File: config.mk
export PLATFORM = sky130hd
export DESIGN_NAME = murmur2_hash32_core
export DESIGN_NICKNAME = d
export VERILOG_FILES = /design/src/mh2_pkg.sv /design/src/mh2_front.sv /design/src/mh2_fifo.sv /design/src/mh2_back.sv /design/src/murmur2_hash32_core.sv
export SDC_FILE = /design/constraint.sdc
export NUM_CORES = 2
export LEC_CHECK = 0
export BUFFER_PORTS_ARGS = -buffer_cell sky130_fd_sc_hd__buf_2
export CAP_MARGIN = 0
export CORE_ASPECT_RATIO = 2
export CORE_MARGIN = 5
export CORE_UTILIZATION = 55
export CTS_CLUSTER_DIAMETER = 150
export DETAILED_ROUTE_END_ITERATION = 8
export PLACE_DENSITY = 0.72
export SYNTH_ARGS = -nofsm -noshare
export SYNTH_HDL_FRONTEND = slang
export SYNTH_SLANG_ARGS = --single-unit
File: constraint.sdc
create_clock -name i_clk -period 18.7 [get_ports i_clk]
set_input_delay 2.805 -clock i_clk [delete_from_list [all_inputs] [get_ports i_clk]]
set_output_delay 2.805 -clock i_clk [all_outputs]
set_load 0.1 [all_outputs]
File: src/mh2_pkg.sv
`timescale 1ns / 1ps
`default_nettype none
// ----------------------------------------------------------------------------
// mh2_pkg
// Shared constants, job type and mixing helpers for the MurmurHash2 core.
// ----------------------------------------------------------------------------
package mh2_pkg;

    localparam logic [31:0] MIX_MUL     = 32'h5bd1e995;
    localparam int          MIX_SHIFT   = 24;
    localparam int          FIN_SHIFT_A = 13;
    localparam int          FIN_SHIFT_B = 15;
    localparam logic [31:0] SEED_RESET  = 32'd97;
    localparam logic [2:0]  FULL_BYTES  = 3'd4;

    // What the back end does with one word.
    typedef enum logic [1:0] {
        OP_NONE,
        OP_FULL,
        OP_TAIL
    } t_op;

    // One classified word, handed from front to back.
    typedef struct packed {
        logic [31:0] data;   // mixed k for a full word, masked bytes for a tail
        t_op         op;
        logic        first;  // first word of a key: start from init
        logic        last;   // last word of a key: finish and emit
        logic [31:0] init;   // seed XOR key length
    } t_job;

    // Low 32 bits of x * MIX_MUL.
    function automatic logic [31:0] mul_m(input logic [31:0] x);
        logic [63:0] p;
        p = {32'd0, x} * {32'd0, MIX_MUL};
        return p[31:0];
    endfunction

endpackage
`default_nettype wire

File: src/mh2_front.sv
`timescale 1ns / 1ps
`default_nettype none
// ----------------------------------------------------------------------------
// mh2_front
// Accepts key words, classifies them and runs the two-multiply word mix.
// ----------------------------------------------------------------------------
module mh2_front (
    input  wire logic          i_clk,
    input  wire logic          i_rst_n,
    input  wire logic [31:0]   i_seed,
    input  wire logic          i_valid,
    output logic               o_ready,
    input  wire logic [31:0]   i_data_word,
    input  wire logic [2:0]    i_valid_bytes,
    input  wire logic          i_last_word,
    input  wire logic [31:0]   i_key_length,
    output logic               o_push,
    output mh2_pkg::t_job      o_job,
    input  wire logic          i_full
);
    import mh2_pkg::*;

    logic        r_a_valid;
    logic [31:0] r_a_data;
    t_op         r_a_op;
    logic        r_a_first;
    logic        r_a_last;
    logic [31:0] r_a_init;
    logic        r_in_msg;

    logic        accept;
    t_op         n_op;
    logic [31:0] tail_mask;
    logic [31:0] n_data;
    logic [31:0] k_shr;

    assign o_push  = r_a_valid && !i_full;
    assign o_ready = !r_a_valid || o_push;
    assign accept  = i_valid && o_ready;

    always_comb begin
        if (!i_last_word || i_valid_bytes >= FULL_BYTES) begin
            n_op = OP_FULL;
        end else if (i_valid_bytes == 3'd0) begin
            n_op = OP_NONE;
        end else begin
            n_op = OP_TAIL;
        end
        case (i_valid_bytes)
            3'd1:    tail_mask = 32'h0000_00ff;
            3'd2:    tail_mask = 32'h0000_ffff;
            3'd3:    tail_mask = 32'h00ff_ffff;
            default: tail_mask = 32'hffff_ffff;
        endcase
        n_data = (n_op == OP_FULL) ? mul_m(i_data_word) : (i_data_word & tail_mask);
    end

    // Second half of the word mix, straight into the queue.
    assign k_shr = r_a_data ^ (r_a_data >> MIX_SHIFT);

    always_comb begin
        o_job.data  = (r_a_op == OP_FULL) ? mul_m(k_shr) : r_a_data;
        o_job.op    = r_a_op;
        o_job.first = r_a_first;
        o_job.last  = r_a_last;
        o_job.init  = r_a_init;
    end

    always_ff @(posedge i_clk) begin
        if (!i_rst_n) begin
            r_a_valid <= 1'b0;
            r_in_msg  <= 1'b0;
        end else begin
            if (accept) begin
                r_a_valid <= 1'b1;
                r_in_msg  <= !i_last_word;
            end else if (o_push) begin
                r_a_valid <= 1'b0;
            end
        end
    end

    always_ff @(posedge i_clk) begin
        if (accept) begin
            r_a_data  <= n_data;
            r_a_op    <= n_op;
            r_a_first <= !r_in_msg;
            r_a_last  <= i_last_word;
            r_a_init  <= i_seed ^ i_key_length;
        end
    end

endmodule
`default_nettype wire

File: src/mh2_fifo.sv
`timescale 1ns / 1ps
`default_nettype none
// ----------------------------------------------------------------------------
// mh2_fifo
// Short job queue between the front and back ends.
// ----------------------------------------------------------------------------
module mh2_fifo #(
    parameter int DEPTH = 2
) (
    input  wire logic          i_clk,
    input  wire logic          i_rst_n,
    input  wire logic          i_push,
    input  wire mh2_pkg::t_job i_job,
    output logic               o_full,
    input  wire logic          i_pop,
    output mh2_pkg::t_job      o_job,
    output logic               o_empty
);
    import mh2_pkg::*;

    localparam int AW = (DEPTH > 1) ? $clog2(DEPTH) : 1;
    localparam int CW = $clog2(DEPTH + 1);

    t_job          r_mem [DEPTH];
    logic [AW-1:0] r_wr;
    logic [AW-1:0] r_rd;
    logic [CW-1:0] r_count;

    assign o_full  = (r_count == CW'(DEPTH));
    assign o_empty = (r_count == '0);
    assign o_job   = r_mem[r_rd];

    always_ff @(posedge i_clk) begin
        if (!i_rst_n) begin
            r_wr    <= '0;
            r_rd    <= '0;
            r_count <= '0;
        end else begin
            if (i_push) begin
                r_wr <= (r_wr == AW'(DEPTH - 1)) ? '0 : r_wr + 1'b1;
            end
            if (i_pop) begin
                r_rd <= (r_rd == AW'(DEPTH - 1)) ? '0 : r_rd + 1'b1;
            end
            if (i_push && !i_pop) begin
                r_count <= r_count + 1'b1;
            end else if (i_pop && !i_push) begin
                r_count <= r_count - 1'b1;
            end
        end
    end

    always_ff @(posedge i_clk) begin
        if (i_push) begin
            r_mem[r_wr] <= i_job;
        end
    end

endmodule
`default_nettype wire

File: src/mh2_back.sv
`timescale 1ns / 1ps
`default_nettype none
// ----------------------------------------------------------------------------
// mh2_back
// Folds jobs into the running hash, finishes the key and holds the result.
// ----------------------------------------------------------------------------
module mh2_back (
    input  wire logic          i_clk,
    input  wire logic          i_rst_n,
    input  wire mh2_pkg::t_job i_job,
    input  wire logic          i_empty,
    output logic               o_pop,
    output logic               o_valid,
    input  wire logic          i_ready,
    output logic [31:0]        o_hash_value
);
    import mh2_pkg::*;

    typedef enum logic [1:0] {
        S_IDLE,
        S_FIN1,
        S_FIN2
    } t_state;

    t_state      r_state;
    logic [31:0] r_h;
    logic        r_out_valid;
    logic [31:0] r_hash;

    logic [31:0] h_in;
    logic [31:0] mul_a;
    logic [31:0] prod;
    logic [31:0] step_h;
    logic        out_free;

    assign o_pop        = (r_state == S_IDLE) && !i_empty;
    assign o_valid      = r_out_valid;
    assign o_hash_value = r_hash;
    assign out_free     = !r_out_valid || i_ready;

    always_comb begin
        h_in = i_job.first ? i_job.init : r_h;
        if (r_state == S_FIN1) begin
            mul_a = r_h ^ (r_h >> FIN_SHIFT_A);
        end else if (i_job.op == OP_FULL) begin
            mul_a = h_in;
        end else begin
            mul_a = h_in ^ i_job.data;
        end
        prod = mul_m(mul_a);
        case (i_job.op)
            OP_FULL: step_h = prod ^ i_job.data;
            OP_TAIL: step_h = prod;
            default: step_h = h_in;
        endcase
    end

    always_ff @(posedge i_clk) begin
        if (!i_rst_n) begin
            r_state     <= S_IDLE;
            r_out_valid <= 1'b0;
            r_h         <= '0;
        end else begin
            // drop a taken result; the finish state reloads the register itself
            if (r_out_valid && i_ready && r_state != S_FIN2) begin
                r_out_valid <= 1'b0;
            end
            unique case (r_state)
                S_IDLE: begin
                    if (o_pop) begin
                        r_h <= step_h;
                        if (i_job.last) begin
                            r_state <= S_FIN1;
                        end
                    end
                end
                S_FIN1: begin
                    r_h     <= prod;
                    r_state <= S_FIN2;
                end
                S_FIN2: begin
                    if (out_free) begin
                        r_hash      <= r_h ^ (r_h >> FIN_SHIFT_B);
                        r_out_valid <= 1'b1;
                        r_state     <= S_IDLE;
                    end
                end
                default: begin
                    r_state <= S_IDLE;
                end
            endcase
        end
    end

endmodule
`default_nettype wire

File: src/murmur2_hash32_core.sv
`timescale 1ns / 1ps
`default_nettype none
// ----------------------------------------------------------------------------
// murmur2_hash32_core
// Streaming 32-bit MurmurHash2 engine.
//
// Usage: send a key as little-endian 32-bit words on the input channel
// (i_valid/o_ready), first key byte in bits 7:0. Mark the final word with
// i_last_word and give its byte count (0..4) in i_valid_bytes; earlier words
// are always full. i_key_length is sampled on the first word of each key and
// XORed with the seed to start the hash. One hash per key comes out on the
// output channel (o_valid/i_ready).
// Throughput: one word per cycle for words that are not last, unless the
// queue is full; a last word holds the back end through fold, multiply and
// final shift, set by the single shared 32-bit multiplier in its hash loop.
// After the last word is accepted, the key passes the mix stage, the queue,
// the fold, the finish multiply and the final shift before o_valid rises.
// The seed register (i_cfg_valid/o_cfg_ready) is always ready; write it only
// while the core is idle. Reset sets the seed to 97 and empties every stage.
// On a receiver stall the result waits in the output register; the back end
// folds on up to the next key's finish, and the front end and queue fill up.
// ----------------------------------------------------------------------------
module murmur2_hash32_core #(
    parameter int QUEUE_DEPTH = 2
) (
    input  wire logic        i_clk,
    input  wire logic        i_rst_n,
    // seed register
    input  wire logic        i_cfg_valid,
    output logic             o_cfg_ready,
    input  wire logic [31:0] i_cfg_hash_seed,
    // key words in
    input  wire logic        i_valid,
    output logic             o_ready,
    input  wire logic [31:0] i_data_word,
    input  wire logic [2:0]  i_valid_bytes,
    input  wire logic        i_last_word,
    input  wire logic [31:0] i_key_length,
    // hash out
    output logic             o_valid,
    input  wire logic        i_ready,
    output logic [31:0]      o_hash_value
);
    import mh2_pkg::*;

    logic [31:0] r_seed;
    logic        push;
    logic        pop;
    logic        full;
    logic        empty;
    t_job        front_job;
    t_job        back_job;

    // Seed register: always accept a write.
    assign o_cfg_ready = 1'b1;

    always_ff @(posedge i_clk) begin
        if (!i_rst_n) begin
            r_seed <= SEED_RESET;
        end else if (i_cfg_valid) begin
            r_seed <= i_cfg_hash_seed;
        end
    end

    // Front: classify each word and run the k mix.
    mh2_front u_front (
        .i_clk         (i_clk),
        .i_rst_n       (i_rst_n),
        .i_seed        (r_seed),
        .i_valid       (i_valid),
        .o_ready       (o_ready),
        .i_data_word   (i_data_word),
        .i_valid_bytes (i_valid_bytes),
        .i_last_word   (i_last_word),
        .i_key_length  (i_key_length),
        .o_push        (push),
        .o_job         (front_job),
        .i_full        (full)
    );

    // Queue: decouple the mix pipeline from the hash loop.
    mh2_fifo #(
        .DEPTH (QUEUE_DEPTH)
    ) u_fifo (
        .i_clk   (i_clk),
        .i_rst_n (i_rst_n),
        .i_push  (push),
        .i_job   (front_job),
        .o_full  (full),
        .i_pop   (pop),
        .o_job   (back_job),
        .o_empty (empty)
    );

    // Back: fold into the running hash, finish, hold the result.
    mh2_back u_back (
        .i_clk        (i_clk),
        .i_rst_n      (i_rst_n),
        .i_job        (back_job),
        .i_empty      (empty),
        .o_pop        (pop),
        .o_valid      (o_valid),
        .i_ready      (i_ready),
        .o_hash_value (o_hash_value)
    );

endmodule
`default_nettype wire
==> out/metrics.cfg <==
[critical_path]
critPathRequiredTime_ns=19.21
crit_fanout=34
worst-setup-path-type=flop to flop
crit_top_cell=inv_1
setup.worst_path.start_class=flop
cp-end-kind=flop
crit_slowest_cell=dfxtp_4
arrival_ns=11.29
crit_path_max_incr_delay_ns=0.68
ff2ff_path_depth=36

[layout]
regArea_um2=8570
design_area_um2=42900
final_nets=5253
syn2layout_area_growth_pct=7.09
multi_input_area_um2=27400
drive_gt1_frac=0.0713
fillers=6179

[clocking]
cts_made_buffers=29
ctsResizeCount=0
clockRootBuffer=clkbuf_16
clk_path_buf_depth=3
insertion_delay_ns=0.62
clkSlewWorstSetupHoldPaths_ns=0.08
post_cts_buffers=0
cts_num_sinks=310
postCtsHoldBufs=0
cts_tree=done
h-tree-depth=1

[place]
hpwl_mm=107
numPortBuffers=138
placed_cell_area_um2=41900
gp_congestion=1.06
dpl_worst_slack_ns=8.02

[floorplan]
core_area_um2=72500
dieArea_um2=78700
die_h_um=392
die_x_um=201
initial_core_util=0.552
num_rows=140
io_pins=140

[worst_hold_path]
min_path_cells=0
hold_class=flop to flop

[timing]
period_minus_slack_ns=10.77
whs_ns=0.450
slew_viol_final=0
setup_viol_count_final=0
hold_viol_final=0
rsz0062_at_grt=no
final.setup.tns_ns=0
fmax_mhz=92.8
worstMarginPinSlew_ns=1.13
maxSlewHeadroom=0.243
finClkSkew_ns=0.0263
period_share=0.576
fin_ws_ns=7.93

[run_status]
outcome=finished, final reports clean

[synthesis]
syn_area_um2=40100
synthArstFlopShare=0
synth_seq_cells=310
synth_edf_count=236
syn-num-nets=5121
yosysWarnings=0
syn_inst=3844
synth.avg_cell_area_um2=10.4
synth_ff_type=edfxtp_1
synth-seq-area-share=0.214
synth_cell_types=75

[routing]
vias_per_cell=5.66
num_vias=27886
antenna_left=0
drt_iter0_markers=1352
drt-total-wl_mm=126
drc=0
drtPass1Iterations=5
routedWlPerCell_um=25.6

[global_route]
grt_start_max_net_pins=65
antenna_found_initial=3
grt_pass1_vias=31383
grt_pass1_wl_mm=186
grt_overflow=0
gr-usage-all-layers=0.323

[run]
cap_violations=0

==> cell type report <==
type,count,area share
multi-input cells,2441,0.638
flip-flops and latches,310,0.200
inverters,1015,0.0889
well taps,923,0.0269
repair buffers,179,0.0233
clock buffers,30,0.0170
clock inverters,24,0.00551
diodes,2,0.000117
==> cells in the mapped netlist, drive strengths merged, types with 8 or more instances <==
cell    number  area (um2)
a211oi      26         195
a21o        31         233
a21oi      113         577
a221oi      45         418
a22o         8        70.1
a31oi       11        68.8
and2         9        56.3
and3         9        56.3
buf         22         129
clkbuf      56         210
dfxtp       74        1480
edfxtp     236        7090
fa         533       10700
ha         639        8000
inv       1014        3810
mux2        10         116
mux2i      100        1010
nand2      117         442
nand2b      20         125
nand3       17        85.1
nor2       176         663
nor2b       18         113
nor3        14        70.1
o21ai       98         513
o21bai      12        90.1
or2         10        62.6
xnor2      210        1840
xor2       125        1090
==> critical path: cells and delay by family (launching register included) <==
family / cells / cell delay (ns)
AND/OR/NAND/NOR: 3 / 0.57
flip-flops: 1 / 0.68
adder cells (fa/ha/maj): 10 / 3.70
multiplexers: 1 / 0.32
AO/OA/AOI/OAI: 10 / 3.19
XOR/XNOR: 3 / 0.80
buffers and inverters: 9 / 1.36
==> per-stage QoR <==
step	util	cells
2_1_floorplan	-	3844
3_3_place_gp	0.578	4868
3_5_place_dp	0.578	4868
4_1_cts	0.591	4922
5_1_grt	0.592	4924
6_report	0.592	4924
==> layer usage <==
layer  part of all wire  vias up  wire (um)  track usage
met1               0.27    13804      33700        0.252
li1                   -    12493          -            -
met3              0.034      615       4290       0.0318
met4               0.16        0      19700        0.384
met2               0.54      974      68500        0.626
met5                  0        -          0            0
==> sequential cells by signal, summed over array words and instances, names as in the netlist, named ones only <==
name,flops
u_fifo.r_wr,1
u_fifo.r_count,2
u_front.r_a_first,1
u_back.r_h,32
u_front.r_a_init,32
u_back.o_valid,1
u_front.r_in_msg,1
u_back.r_state,2
u_front.r_a_op,2
u_fifo.r_mem,136
u_front.r_a_valid,1
r_seed,32
u_back.o_hash_value,32
u_front.r_a_last,1
u_front.r_a_data,32
u_fifo.r_rd,1
==> layout by cell type, fill, tap and decap left out, drive strengths merged, types with 4 or more instances in the layout <==
| cell type | Yosys | final |
|---|---|---|
| a31o | 4 | 4 |
| ha | 639 | 639 |
| o21bai | 12 | 12 |
| nand2 | 117 | 117 |
| mux2 | 10 | 10 |
| inv | 1014 | 1023 |
| o21ai | 98 | 98 |
| fa | 533 | 533 |
| and3 | 9 | 9 |
| a221oi | 45 | 45 |
| dfxtp | 74 | 74 |
| xor2 | 125 | 125 |
| a32o | 6 | 6 |
| nand3 | 17 | 17 |
| xnor2 | 210 | 210 |
| a221o | 7 | 7 |
| clkinv | 1 | 11 |
| buf | 22 | 179 |
| a22o | 8 | 8 |
| nor3b | 4 | 4 |
| a21o | 31 | 31 |
| or2 | 10 | 10 |
| a211o | 6 | 6 |
| nor2b | 18 | 18 |
| o21a | 6 | 6 |
| a31oi | 11 | 11 |
| or3 | 6 | 6 |
| clkbuf | 56 | 30 |
| edfxtp | 236 | 236 |
| a311oi | 5 | 5 |
| a22oi | 6 | 6 |
| a211oi | 26 | 26 |
| nand2b | 20 | 20 |
| nor2 | 176 | 176 |
| mux2i | 100 | 100 |
| o31ai | 4 | 4 |
| and2 | 9 | 9 |
| a21oi | 113 | 113 |
| nor3 | 14 | 14 |
==> kinds of logic after synthesis <==
kind of cell	count (synthesis)	share of synthesized area
flip-flops	310	0.214
other	1	0.0000936
AO/OA/AOI/OAI	412	0.0688
AND/OR/NAND/NOR	409	0.0451
XOR/XNOR	337	0.0745
adder cells (fa/ha/maj)	1172	0.466
buffers and inverters	1093	0.104
multiplexers	110	0.0281
==> path summary, 6_finish.rpt <==
path,startpoint,to,slack (ns)
setup / recovery,flop,u_back.r_h[31],7.93
hold reg to reg,u_front.r_a_init[3],u_fifo.r_mem[1][3],0.45
hold / removal,u_front.r_a_init[3],u_fifo.r_mem[1][3],0.45
setup reg to reg,flop,u_back.r_h[31],7.93
Power is left out: the tool's default activity adds up to more than one toggle a clock period on the data nets, which glitch-free logic cannot reach.
